File: src/rtl/ats_pkg.sv
// Package for the alignment tile scorer: shared types, codes and helpers.
// No dependencies.
package ats_pkg;
  localparam int ScoreW = 32;
  localparam int SymW   = 2;
  localparam int DimW   = 4;
  localparam int CfgDataW = 40;
  localparam int CfgIdxW  = 3;

  typedef enum logic [1:0] {
    REQ_TOP  = 2'd0,
    REQ_LEFT = 2'd1,
    REQ_COL  = 2'd2,
    REQ_ROW  = 2'd3
  } req_t;

  typedef enum logic [2:0] {
    CFG_WIDTH   = 3'd0,
    CFG_HEIGHT  = 3'd1,
    CFG_ROW_A   = 3'd2,
    CFG_ROW_C   = 3'd3,
    CFG_ROW_G   = 3'd4,
    CFG_ROW_T   = 3'd5,
    CFG_ROW_GAP = 3'd6
  } cfg_idx_t;

  typedef enum logic [2:0] {
    ST_LOAD,
    ST_FETCH,
    ST_CELL,
    ST_ROWEND,
    ST_EMIT_B,
    ST_EMIT_R
  } state_t;

  // Saturate a 34-bit signed sum to 32 bits
  function automatic logic signed [ScoreW-1:0] sat32(input logic signed [ScoreW+1:0] v);
    logic signed [ScoreW+1:0] hi;
    logic signed [ScoreW+1:0] lo;
    begin
      hi = (ScoreW+2)'(signed'(33'sh0_7FFF_FFFF));
      lo = -hi - (ScoreW+2)'(1);
      if (v > hi) sat32 = hi[ScoreW-1:0];
      else if (v < lo) sat32 = lo[ScoreW-1:0];
      else sat32 = v[ScoreW-1:0];
    end
  endfunction
endpackage

File: src/rtl/ats_if.sv
// Valid/ready channel interfaces for the tile scorer.
// Depends on ats_pkg.
interface ats_in_if import ats_pkg::*; ();
  logic              valid;
  logic              ready;
  logic [1:0]        req_type;
  logic [DimW-1:0]   position;
  logic signed [ScoreW-1:0] value;
  logic              last;
  modport source (output valid, req_type, position, value, last, input ready);
  modport sink   (input valid, req_type, position, value, last, output ready);
endinterface

interface ats_out_if import ats_pkg::*; ();
  logic              valid;
  logic              ready;
  logic              edge_res;
  logic [DimW-1:0]   position_res;
  logic signed [ScoreW-1:0] score;
  logic              end_of_run;
  modport source (output valid, edge_res, position_res, score, end_of_run, input ready);
  modport sink   (input valid, edge_res, position_res, score, end_of_run, output ready);
endinterface

File: src/rtl/ats_cell.sv
// Cell update: three saturated candidates and their maximum.
// Depends on ats_pkg.
module ats_cell import ats_pkg::*; (
  input  logic signed [ScoreW-1:0] diag,
  input  logic signed [ScoreW-1:0] left,
  input  logic signed [ScoreW-1:0] top,
  input  logic signed [7:0]        s_diag,
  input  logic signed [7:0]        s_left,
  input  logic signed [7:0]        s_top,
  output logic signed [ScoreW-1:0] best
);
  logic signed [ScoreW-1:0] d, l, t, m;
  // Form candidates and pick the largest
  always_comb begin
    d = sat32((ScoreW+2)'(diag) + (ScoreW+2)'(s_diag));
    l = sat32((ScoreW+2)'(left) + (ScoreW+2)'(s_left));
    t = sat32((ScoreW+2)'(top)  + (ScoreW+2)'(s_top));
    m = l;
    if (t > m) m = t;
    if (d > m) m = d;
    best = m;
  end
endmodule

File: src/rtl/alignment_tile_score.sv
// Tile scorer for a tiled sequence-alignment matrix. Load transfers fill the top halo,
// left halo and symbol stores one per cycle. A transfer marked last starts scoring: first
// the right edge of the top halo is recorded; then each row is fetched from memory,
// updated column by column, with the row buffer read and written back in a
// single-port-read synchronous memory, and its right edge recorded. After the last row,
// the bottom row (W+1 values) and right column (H+1 values) leave one per cycle while the
// receiver is ready. No load is taken while scoring or emitting. Dimensions above
// MAX_TILE are clamped; zero emits the halo values directly.
// Depends on ats_pkg, ats_if and ats_cell.
module alignment_tile_score import ats_pkg::*; #(
  parameter int MAX_TILE = 15
) (
  input  logic                 clk,
  input  logic                 rst_n,
  input  logic                 cfg_we,
  input  logic [CfgIdxW-1:0]   cfg_index,
  input  logic [CfgDataW-1:0]  cfg_data,
  ats_in_if.sink               in_ch,
  ats_out_if.source            out_ch
);
  localparam int AW = $clog2(MAX_TILE + 1);

  // Configuration registers
  logic [DimW-1:0]     tw_r, th_r;
  logic [CfgDataW-1:0] srow_r [5];

  always_ff @(posedge clk) begin
    if (!rst_n) begin
      tw_r <= DimW'(15);
      th_r <= DimW'(15);
      for (int i = 0; i < 5; i++) srow_r[i] <= '0;
    end else if (cfg_we) begin
      case (cfg_index)
        CFG_WIDTH:   tw_r <= cfg_data[DimW-1:0];
        CFG_HEIGHT:  th_r <= cfg_data[DimW-1:0];
        CFG_ROW_A:   srow_r[0] <= cfg_data;
        CFG_ROW_C:   srow_r[1] <= cfg_data;
        CFG_ROW_G:   srow_r[2] <= cfg_data;
        CFG_ROW_T:   srow_r[3] <= cfg_data;
        CFG_ROW_GAP: srow_r[4] <= cfg_data;
        default: ;
      endcase
    end
  end

  function automatic logic signed [7:0] tab(input logic [2:0] r, input logic [2:0] c);
    logic [CfgDataW-1:0] row;
    begin
      row = srow_r[r];
      tab = row[8*c +: 8];
    end
  endfunction

  logic [AW-1:0] w_c, h_c;
  always_comb begin
    w_c = (32'(tw_r) > MAX_TILE) ? AW'(MAX_TILE) : AW'(tw_r);
    h_c = (32'(th_r) > MAX_TILE) ? AW'(MAX_TILE) : AW'(th_r);
  end

  // Memories and symbol registers
  logic signed [ScoreW-1:0] rowmem [MAX_TILE+1];
  logic signed [ScoreW-1:0] leftmem [MAX_TILE+1];
  logic signed [ScoreW-1:0] rightmem [MAX_TILE+1];
  logic [SymW-1:0] csym_r [MAX_TILE];
  logic [SymW-1:0] rsym_r [MAX_TILE];

  state_t st_r, st_nxt;
  logic [AW-1:0] r_r, r_nxt, c_r, c_nxt;
  logic signed [ScoreW-1:0] diag_r, diag_nxt, left_r, left_nxt;
  logic signed [ScoreW-1:0] rd_q, lh_q, re_q;
  logic [AW-1:0] rd_addr, lh_addr, re_addr;
  logic row_we, re_we;
  logic [AW-1:0] row_wa, re_wa;
  logic signed [ScoreW-1:0] row_wd, re_wd;
  logic signed [ScoreW-1:0] cell_v;
  logic oval_r, oval_nxt, oedge_r, oedge_nxt, oend_r, oend_nxt;
  logic [DimW-1:0] opos_r, opos_nxt;
  logic signed [ScoreW-1:0] oscore_r, oscore_nxt;
  logic in_fire, out_free;
  logic [1:0] y_sym, x_sym;

  assign in_fire  = in_ch.valid && in_ch.ready;
  assign out_free = !oval_r || out_ch.ready;
  assign in_ch.ready = (st_r == ST_LOAD) && !oval_r;

  // Loads of symbols
  always_ff @(posedge clk) begin
    if (in_fire && 32'(in_ch.position) < MAX_TILE) begin
      if (in_ch.req_type == REQ_COL) csym_r[AW'(in_ch.position)] <= in_ch.value[SymW-1:0];
      if (in_ch.req_type == REQ_ROW) rsym_r[AW'(in_ch.position)] <= in_ch.value[SymW-1:0];
    end
  end

  // Memory ports; forward a same-cycle row write to the row read port
  always_ff @(posedge clk) begin
    if (row_we) rowmem[row_wa] <= row_wd;
    if (row_we && row_wa == rd_addr) rd_q <= row_wd;
    else rd_q <= rowmem[rd_addr];
    if (in_fire && in_ch.req_type == REQ_LEFT && 32'(in_ch.position) <= MAX_TILE)
      leftmem[AW'(in_ch.position)] <= in_ch.value;
    lh_q <= leftmem[lh_addr];
    if (re_we) rightmem[re_wa] <= re_wd;
    re_q <= rightmem[re_addr];
  end

  assign y_sym = rsym_r[(r_r == '0) ? AW'(0) : AW'(r_r - AW'(1))];
  assign x_sym = csym_r[(c_r == '0) ? AW'(0) : AW'(c_r - AW'(1))];

  ats_cell u_cell (
    .diag(diag_r), .left(left_r), .top(rd_q),
    .s_diag(tab({1'b0, y_sym}, {1'b0, x_sym})),
    .s_left(tab({1'b0, x_sym}, 3'd4)),
    .s_top(tab(3'd4, {1'b0, y_sym})),
    .best(cell_v)
  );

  always_ff @(posedge clk) begin
    if (!rst_n) begin
      st_r <= ST_LOAD;
      oval_r <= 1'b0;
    end else begin
      st_r <= st_nxt;
      oval_r <= oval_nxt;
    end
  end

  always_ff @(posedge clk) begin
    r_r <= r_nxt; c_r <= c_nxt; diag_r <= diag_nxt; left_r <= left_nxt;
    oedge_r <= oedge_nxt; opos_r <= opos_nxt; oscore_r <= oscore_nxt; oend_r <= oend_nxt;
  end

  // Sequencer: load, per-row fetch, per-cell update, right-edge record, edge emission
  always_comb begin
    st_nxt = st_r; r_nxt = r_r; c_nxt = c_r; diag_nxt = diag_r; left_nxt = left_r;
    oval_nxt = oval_r && !out_ch.ready;
    oedge_nxt = oedge_r; opos_nxt = opos_r; oscore_nxt = oscore_r; oend_nxt = oend_r;
    rd_addr = c_r; lh_addr = r_r; re_addr = r_r;
    row_we = 1'b0; row_wa = AW'(in_ch.position); row_wd = in_ch.value;
    re_we = 1'b0; re_wa = '0; re_wd = rd_q;
    case (st_r)
      ST_LOAD: begin
        rd_addr = w_c;
        if (in_fire) begin
          row_we = (in_ch.req_type == REQ_TOP) && 32'(in_ch.position) <= MAX_TILE;
          if (in_ch.last) begin
            st_nxt = ST_ROWEND;
            r_nxt = '0;
          end
        end
      end
      ST_ROWEND: begin
        // record right edge of row r (rd_q holds row_buffer[w], read last cycle)
        rd_addr = '0;
        lh_addr = r_r + AW'(1);
        re_we = 1'b1; re_wa = r_r; re_wd = rd_q;
        if (r_r == h_c) begin
          st_nxt = ST_EMIT_B; c_nxt = '0; rd_addr = '0;
        end else begin
          r_nxt = r_r + AW'(1);
          st_nxt = ST_FETCH;
        end
      end
      ST_FETCH: begin
        // rd_q = row_buffer[0] (diag), lh_q = left halo of this row
        diag_nxt = rd_q; left_nxt = lh_q;
        row_we = 1'b1; row_wa = '0; row_wd = lh_q;
        rd_addr = AW'(1); c_nxt = AW'(1);
        if (w_c == '0) begin
          st_nxt = ST_ROWEND; rd_addr = '0;
        end else st_nxt = ST_CELL;
      end
      ST_CELL: begin
        row_we = 1'b1; row_wa = c_r; row_wd = cell_v;
        diag_nxt = rd_q; left_nxt = cell_v;
        if (c_r == w_c) begin
          st_nxt = ST_ROWEND; rd_addr = w_c;
        end else begin
          c_nxt = c_r + AW'(1); rd_addr = c_r + AW'(1);
        end
      end
      ST_EMIT_B: begin
        // rd_q holds row_buffer[c_r]
        if (out_free) begin
          oval_nxt = 1'b1; oedge_nxt = 1'b0; opos_nxt = DimW'(c_r);
          oscore_nxt = rd_q; oend_nxt = 1'b0;
          if (c_r == w_c) begin
            st_nxt = ST_EMIT_R; r_nxt = '0; re_addr = '0;
          end else begin
            c_nxt = c_r + AW'(1); rd_addr = c_r + AW'(1);
          end
        end
      end
      ST_EMIT_R: begin
        if (out_free) begin
          oval_nxt = 1'b1; oedge_nxt = 1'b1; opos_nxt = DimW'(r_r);
          oscore_nxt = re_q; oend_nxt = (r_r == h_c);
          if (r_r == h_c) st_nxt = ST_LOAD;
          else begin
            r_nxt = r_r + AW'(1); re_addr = r_r + AW'(1);
          end
        end
      end
      default: st_nxt = ST_LOAD;
    endcase
  end

  assign out_ch.valid = oval_r;
  assign out_ch.edge_res = oedge_r;
  assign out_ch.position_res = opos_r;
  assign out_ch.score = oscore_r;
  assign out_ch.end_of_run = oend_r;

  // Checks
  a_noload: assert property (@(posedge clk) disable iff (!rst_n)
    (st_r != ST_LOAD) |-> !in_ch.ready) else $error("load taken while scoring");
  a_endstate: assert property (@(posedge clk) disable iff (!rst_n)
    (oval_nxt && oend_nxt && out_free && st_r == ST_EMIT_R) |=> st_r == ST_LOAD)
    else $error("run did not finish after end value");
  a_colrange: assert property (@(posedge clk) disable iff (!rst_n)
    (st_r == ST_CELL) |-> (c_r >= AW'(1) && c_r <= w_c)) else $error("column out of range");
endmodule

File: src/flat_wrapper.sv
// flat-port wrapper written by rule: the top's interface ports become plain ports
module alignment_tile_score_flat import ats_pkg::*;
#(
  parameter int MAX_TILE = 15
)
  (clk, rst_n, cfg_we, cfg_index, cfg_data, in_ch_valid, in_ch_req_type, in_ch_position, in_ch_value, in_ch_last, in_ch_ready, out_ch_valid, out_ch_edge_res, out_ch_position_res, out_ch_score, out_ch_end_of_run, out_ch_ready);
  ats_in_if in_ch_i ();
  ats_out_if out_ch_i ();
  input  logic clk;
  input  logic rst_n;
  input  logic cfg_we;
  input  logic [CfgIdxW-1:0] cfg_index;
  input  logic [CfgDataW-1:0] cfg_data;
  input wire logic [$bits(in_ch_i.valid)-1:0] in_ch_valid;
  input wire logic [$bits(in_ch_i.req_type)-1:0] in_ch_req_type;
  input wire logic [$bits(in_ch_i.position)-1:0] in_ch_position;
  input wire logic [$bits(in_ch_i.value)-1:0] in_ch_value;
  input wire logic [$bits(in_ch_i.last)-1:0] in_ch_last;
  output wire logic [$bits(in_ch_i.ready)-1:0] in_ch_ready;
  output wire logic [$bits(out_ch_i.valid)-1:0] out_ch_valid;
  output wire logic [$bits(out_ch_i.edge_res)-1:0] out_ch_edge_res;
  output wire logic [$bits(out_ch_i.position_res)-1:0] out_ch_position_res;
  output wire logic [$bits(out_ch_i.score)-1:0] out_ch_score;
  output wire logic [$bits(out_ch_i.end_of_run)-1:0] out_ch_end_of_run;
  input wire logic [$bits(out_ch_i.ready)-1:0] out_ch_ready;
  assign in_ch_i.valid = in_ch_valid;
  assign in_ch_i.req_type = in_ch_req_type;
  assign in_ch_i.position = in_ch_position;
  assign in_ch_i.value = in_ch_value;
  assign in_ch_i.last = in_ch_last;
  assign in_ch_ready = in_ch_i.ready;
  assign out_ch_valid = out_ch_i.valid;
  assign out_ch_edge_res = out_ch_i.edge_res;
  assign out_ch_position_res = out_ch_i.position_res;
  assign out_ch_score = out_ch_i.score;
  assign out_ch_end_of_run = out_ch_i.end_of_run;
  assign out_ch_i.ready = out_ch_ready;
  alignment_tile_score #(.MAX_TILE(MAX_TILE)) u_core (.clk(clk), .rst_n(rst_n), .cfg_we(cfg_we), .cfg_index(cfg_index), .cfg_data(cfg_data), .in_ch(in_ch_i), .out_ch(out_ch_i));
endmodule
File: config.mk
export PLATFORM = sky130hd
export DESIGN_NAME = alignment_tile_score_flat
export DESIGN_NICKNAME = d
export VERILOG_FILES = /design/src/rtl/ats_pkg.sv /design/src/rtl/ats_if.sv /design/src/rtl/ats_cell.sv /design/src/rtl/alignment_tile_score.sv /design/src/flat_wrapper.sv
export SDC_FILE = /design/constraint.sdc
export NUM_CORES = 2
export LEC_CHECK = 0
export ABC_AREA = 1
export BUFFER_PORTS_ARGS = -buffer_cell sky130_fd_sc_hd__buf_4
export CAP_MARGIN = 10
export CORE_AREA = 5 5 439 441
export DETAILED_ROUTE_END_ITERATION = 8
export DIE_AREA = 0 0 444 446
export PLACE_DENSITY = 0.66
export SLEW_MARGIN = 10
export SYNTH_ARGS = -nofsm -noshare
export SYNTH_HDL_FRONTEND = slang
export SYNTH_SLANG_ARGS = --single-unit
File: constraint.sdc
create_clock -name clk -period 9.75 [get_ports clk]
set_clock_uncertainty 0.2 [all_clocks]
set_input_delay 1.4625 -clock clk [delete_from_list [all_inputs] [get_ports clk]]
set_output_delay 1.4625 -clock clk [all_outputs]
set_load 0.005 [all_outputs]
==> flow_summary_export.csv <==
group,metric,value,unit
synthesis,synth_edf_count,1898,
outcome,status,"finished, final reports clean",
grt,grt_pass1_vias,59990,
worst_setup_path,cp.arrival,9.48,ns
cts,clock_path_buffers,3,
cts,cts_tree,"done",
timing,worst_slack,0.6739,ns
synthesis,synth-xor-area-share,0.006436,
drt,vias_per_cell,5.614,
placement,place.gp.congestion,0.9669,
worst_setup_path,critPathSlowestCell,"dfxtp_4",
synthesis,synth_fa_ha_area_frac,0.02365,
timing,fin_crit_sh,0.9309,
timing,worst_pin_slew,1.294,ns
synthesis,synth-seq-area-share,0.6524,
grt,grt_pass1_wl,395900,µm
die,initial_core_util,0.4758,
timing,hold_viol_final,0,
synthesis,synth-simple-area-share,0.1728,
layout,drive_gt1_frac,0.1015,
drt,via_count,63660,
worst_setup_path,end_kind,"flop",
layout,area_delta_synth_final,13.72,%
cts,cts_sinks,1978,
synthesis,synth_top_family_by_area,"simple AND/OR/NAND/NOR gates",
timing,setup_viol,0,
synthesis,netlist_area,0.08982,mm²
timing,fin_worst_hold_slack,0.3150,ns
timing,finalMaxSlewViolations,0,
synthesis,ys_async_sr_fraction,0,
worst_setup_path,crit_type,"reg -> reg",
drt,first_iter_violations,6990,
cts,clockRootBuffer,"clkbuf_16",
layout,num-nets-final,8911,
drt,drt_pre_antenna_iters,6,
cts,cts-htree-levels,4,
grt,grt-ovfl-total,0,
cts,cts.clk_slew.worst_paths,0.06,ns
synthesis,yosysWarnings,0,
die,rows,160,
worst_setup_path,worstPathRequired,10.15,ns
worst_setup_path,path_buf_inv,8,
placement,hpwl,167600,µm
worst_setup_path,crit_top_cell,"nand2_1",
cts,clkLatencyLatePin,0.87,ns
worst_setup_path,path_delay_family,"simple AND/OR/NAND/NOR gates",
die,core-area,0.1888,mm²
synthesis,synth_cells,8407,
layout,final_cell_mix,"nand2_1 (2268), edfxtp_1 (1898), nand3_1 (945)",
grt,grt_usage,0.2673,
min_path,hold_class,"reg -> reg",
grt,grt_max_degree,258,
worst_setup_path,crit_path_max_fanout,33,
drt,ant_nets,0,
drt,routed_wirelength,270800,µm
synthesis,syn-num-nets,8662,
worst_setup_path,cpPeakStageDelay,0.67,ns
drt,wl_per_cell,23.88,µm
synthesis,synth_ff_type,"edfxtp_1",
synthesis,synth-compound-area-share,0.07334,
cts,numCtsBuffers,201,
layout,layout_commonest_cell,"nand2_1",
synthesis,synth_mux_area_frac,0.01426,
grt,antenna_found_initial,5,
synthesis,synth-seq-cells,1978,
timing,clock.fmax,110.2,MHz
die,io_pins,127,
drt,drc_errors,0,
timing,finalCriticalPeriod,9.076,ns
placement,io_buffers,126,
synthesis,syn_avg_cell_area,10.68,µm²
die,die_y,446,µm
die,fp.dieW,444,µm
placement,dpl_worst_slack,-0.08138,ns
flow_run,drv_cap,0,
worst_setup_path,startpoint_type,"flop",
synthesis,yosysUniqueCellTypes,56,
die,dieArea,0.1980,mm²
timing,relSlewSlack,0.1365,
cell families after synthesis:
family / Yosys count
buffers and inverters: 1245
and+or+nand+nor: 3713
adders and majority gates: 168
DFF: 1978
muxes: 128
xor gates and xnor gates: 66
AOI/OAI and AO/OA: 1109
synth_stat cells (58+ instances only):
cell type	n	share of area
nand3_1	947	0.053
clkbuf_1	205	0.0086
a21oi_1	279	0.016
nor2_1	361	0.015
inv_1	820	0.034
ha_1	165	0.023
nand2_1	2280	0.095
edfxtp_1	1898	0.63
o21ai_1	110	0.0061
o211ai_1	232	0.019
buf_2	131	0.0073
mux2i_1	128	0.014
xor2_1	58	0.0057
o21ai_0	295	0.016
dfxtp_1	80	0.018
a31oi_1	67	0.0047
registers in the layout, indices dropped and copies added (netlist names), named ones only:
| name | flops |
|---|---|
| u_core.out_ch.score | 32 |
| u_core.lh_q | 32 |
| u_core.leftmem | 512 |
| u_core.r_r | 4 |
| u_core.out_ch.edge_res | 1 |
| u_core.h_c | 4 |
| u_core.srow_r | 192 |
| u_core.rsym_r | 30 |
| u_core.out_ch.position_res | 4 |
| u_core.out_ch.end_of_run | 1 |
| u_core.re_q | 32 |
| u_core.diag_r | 32 |
| u_core.rightmem | 512 |
| u_core.left_r | 32 |
| u_core.rowmem | 512 |
| u_core.tw_r | 4 |
| u_core.csym_r | 30 |
| u_core.st_r | 3 |
| u_core.out_ch.valid | 1 |
| u_core.c_r | 4 |
tightest hold or removal path, stage by stage, from the launching register on:
cell      delay, ns
dfxtp_1        0.32
nand2_1        0.06
o211ai_1       0.07
worst paths after layout:
path                               startpoint  cells after the start                   to  slack (ns)
worst max-delay path                     flop                     51  u_core.rowmem[4][1]        0.67
worst min-delay path            u_core.h_c[2]                      2        u_core.h_c[2]        0.32
worst max register to register           flop                     51  u_core.rowmem[4][1]        0.67
worst min register to register  u_core.h_c[2]                      2        u_core.h_c[2]        0.32
what timing repair did:
item                       CTS  global route
hold buffers                 0             0
cloned                       0             3
resized for setup            0            39
pin swaps                    0             6
buffers inserted             2             9
setup endpoints to repair  490           544
layer usage:
metal | GRT usage | vias up | share of wire
met5 | 0 | - | 0.000026
li1 | - | 29630 | -
met4 | 0.1100 | 2 | 0.046
met3 | 0.03841 | 518 | 0.080
met1 | 0.3722 | 30740 | 0.41
met2 | 0.4246 | 2770 | 0.46
cell type report:
type / count / area [µm²]
clock buffers: 252 / 5271
clock inverters: 121 / 1181
well taps: 2511 / 3142
fillers: 15950 / 86640
diodes: 2 / 5.005
flip-flops and latches: 1978 / 58610
inverters: 834 / 3161
repair buffers: 455 / 3990
multi-input cells: 5186 / 26780
metrics by stage:
stage	instances	cell area, µm²	util	setup TNS, ns
6_report	11340	102100	0.5410	0
3_3_place_gp	10950	95390	0.5053	-2.236
5_1_grt	11340	102100	0.5410	-0.2079
4_1_cts	11330	101900	0.5396	0
2_1_floorplan	8407	89820	-	0
3_5_place_dp	10950	95390	0.5053	-6.619
Power is left out: the tool's default activity adds up to more than one toggle a clock period on the data nets, which glitch-free logic cannot reach.
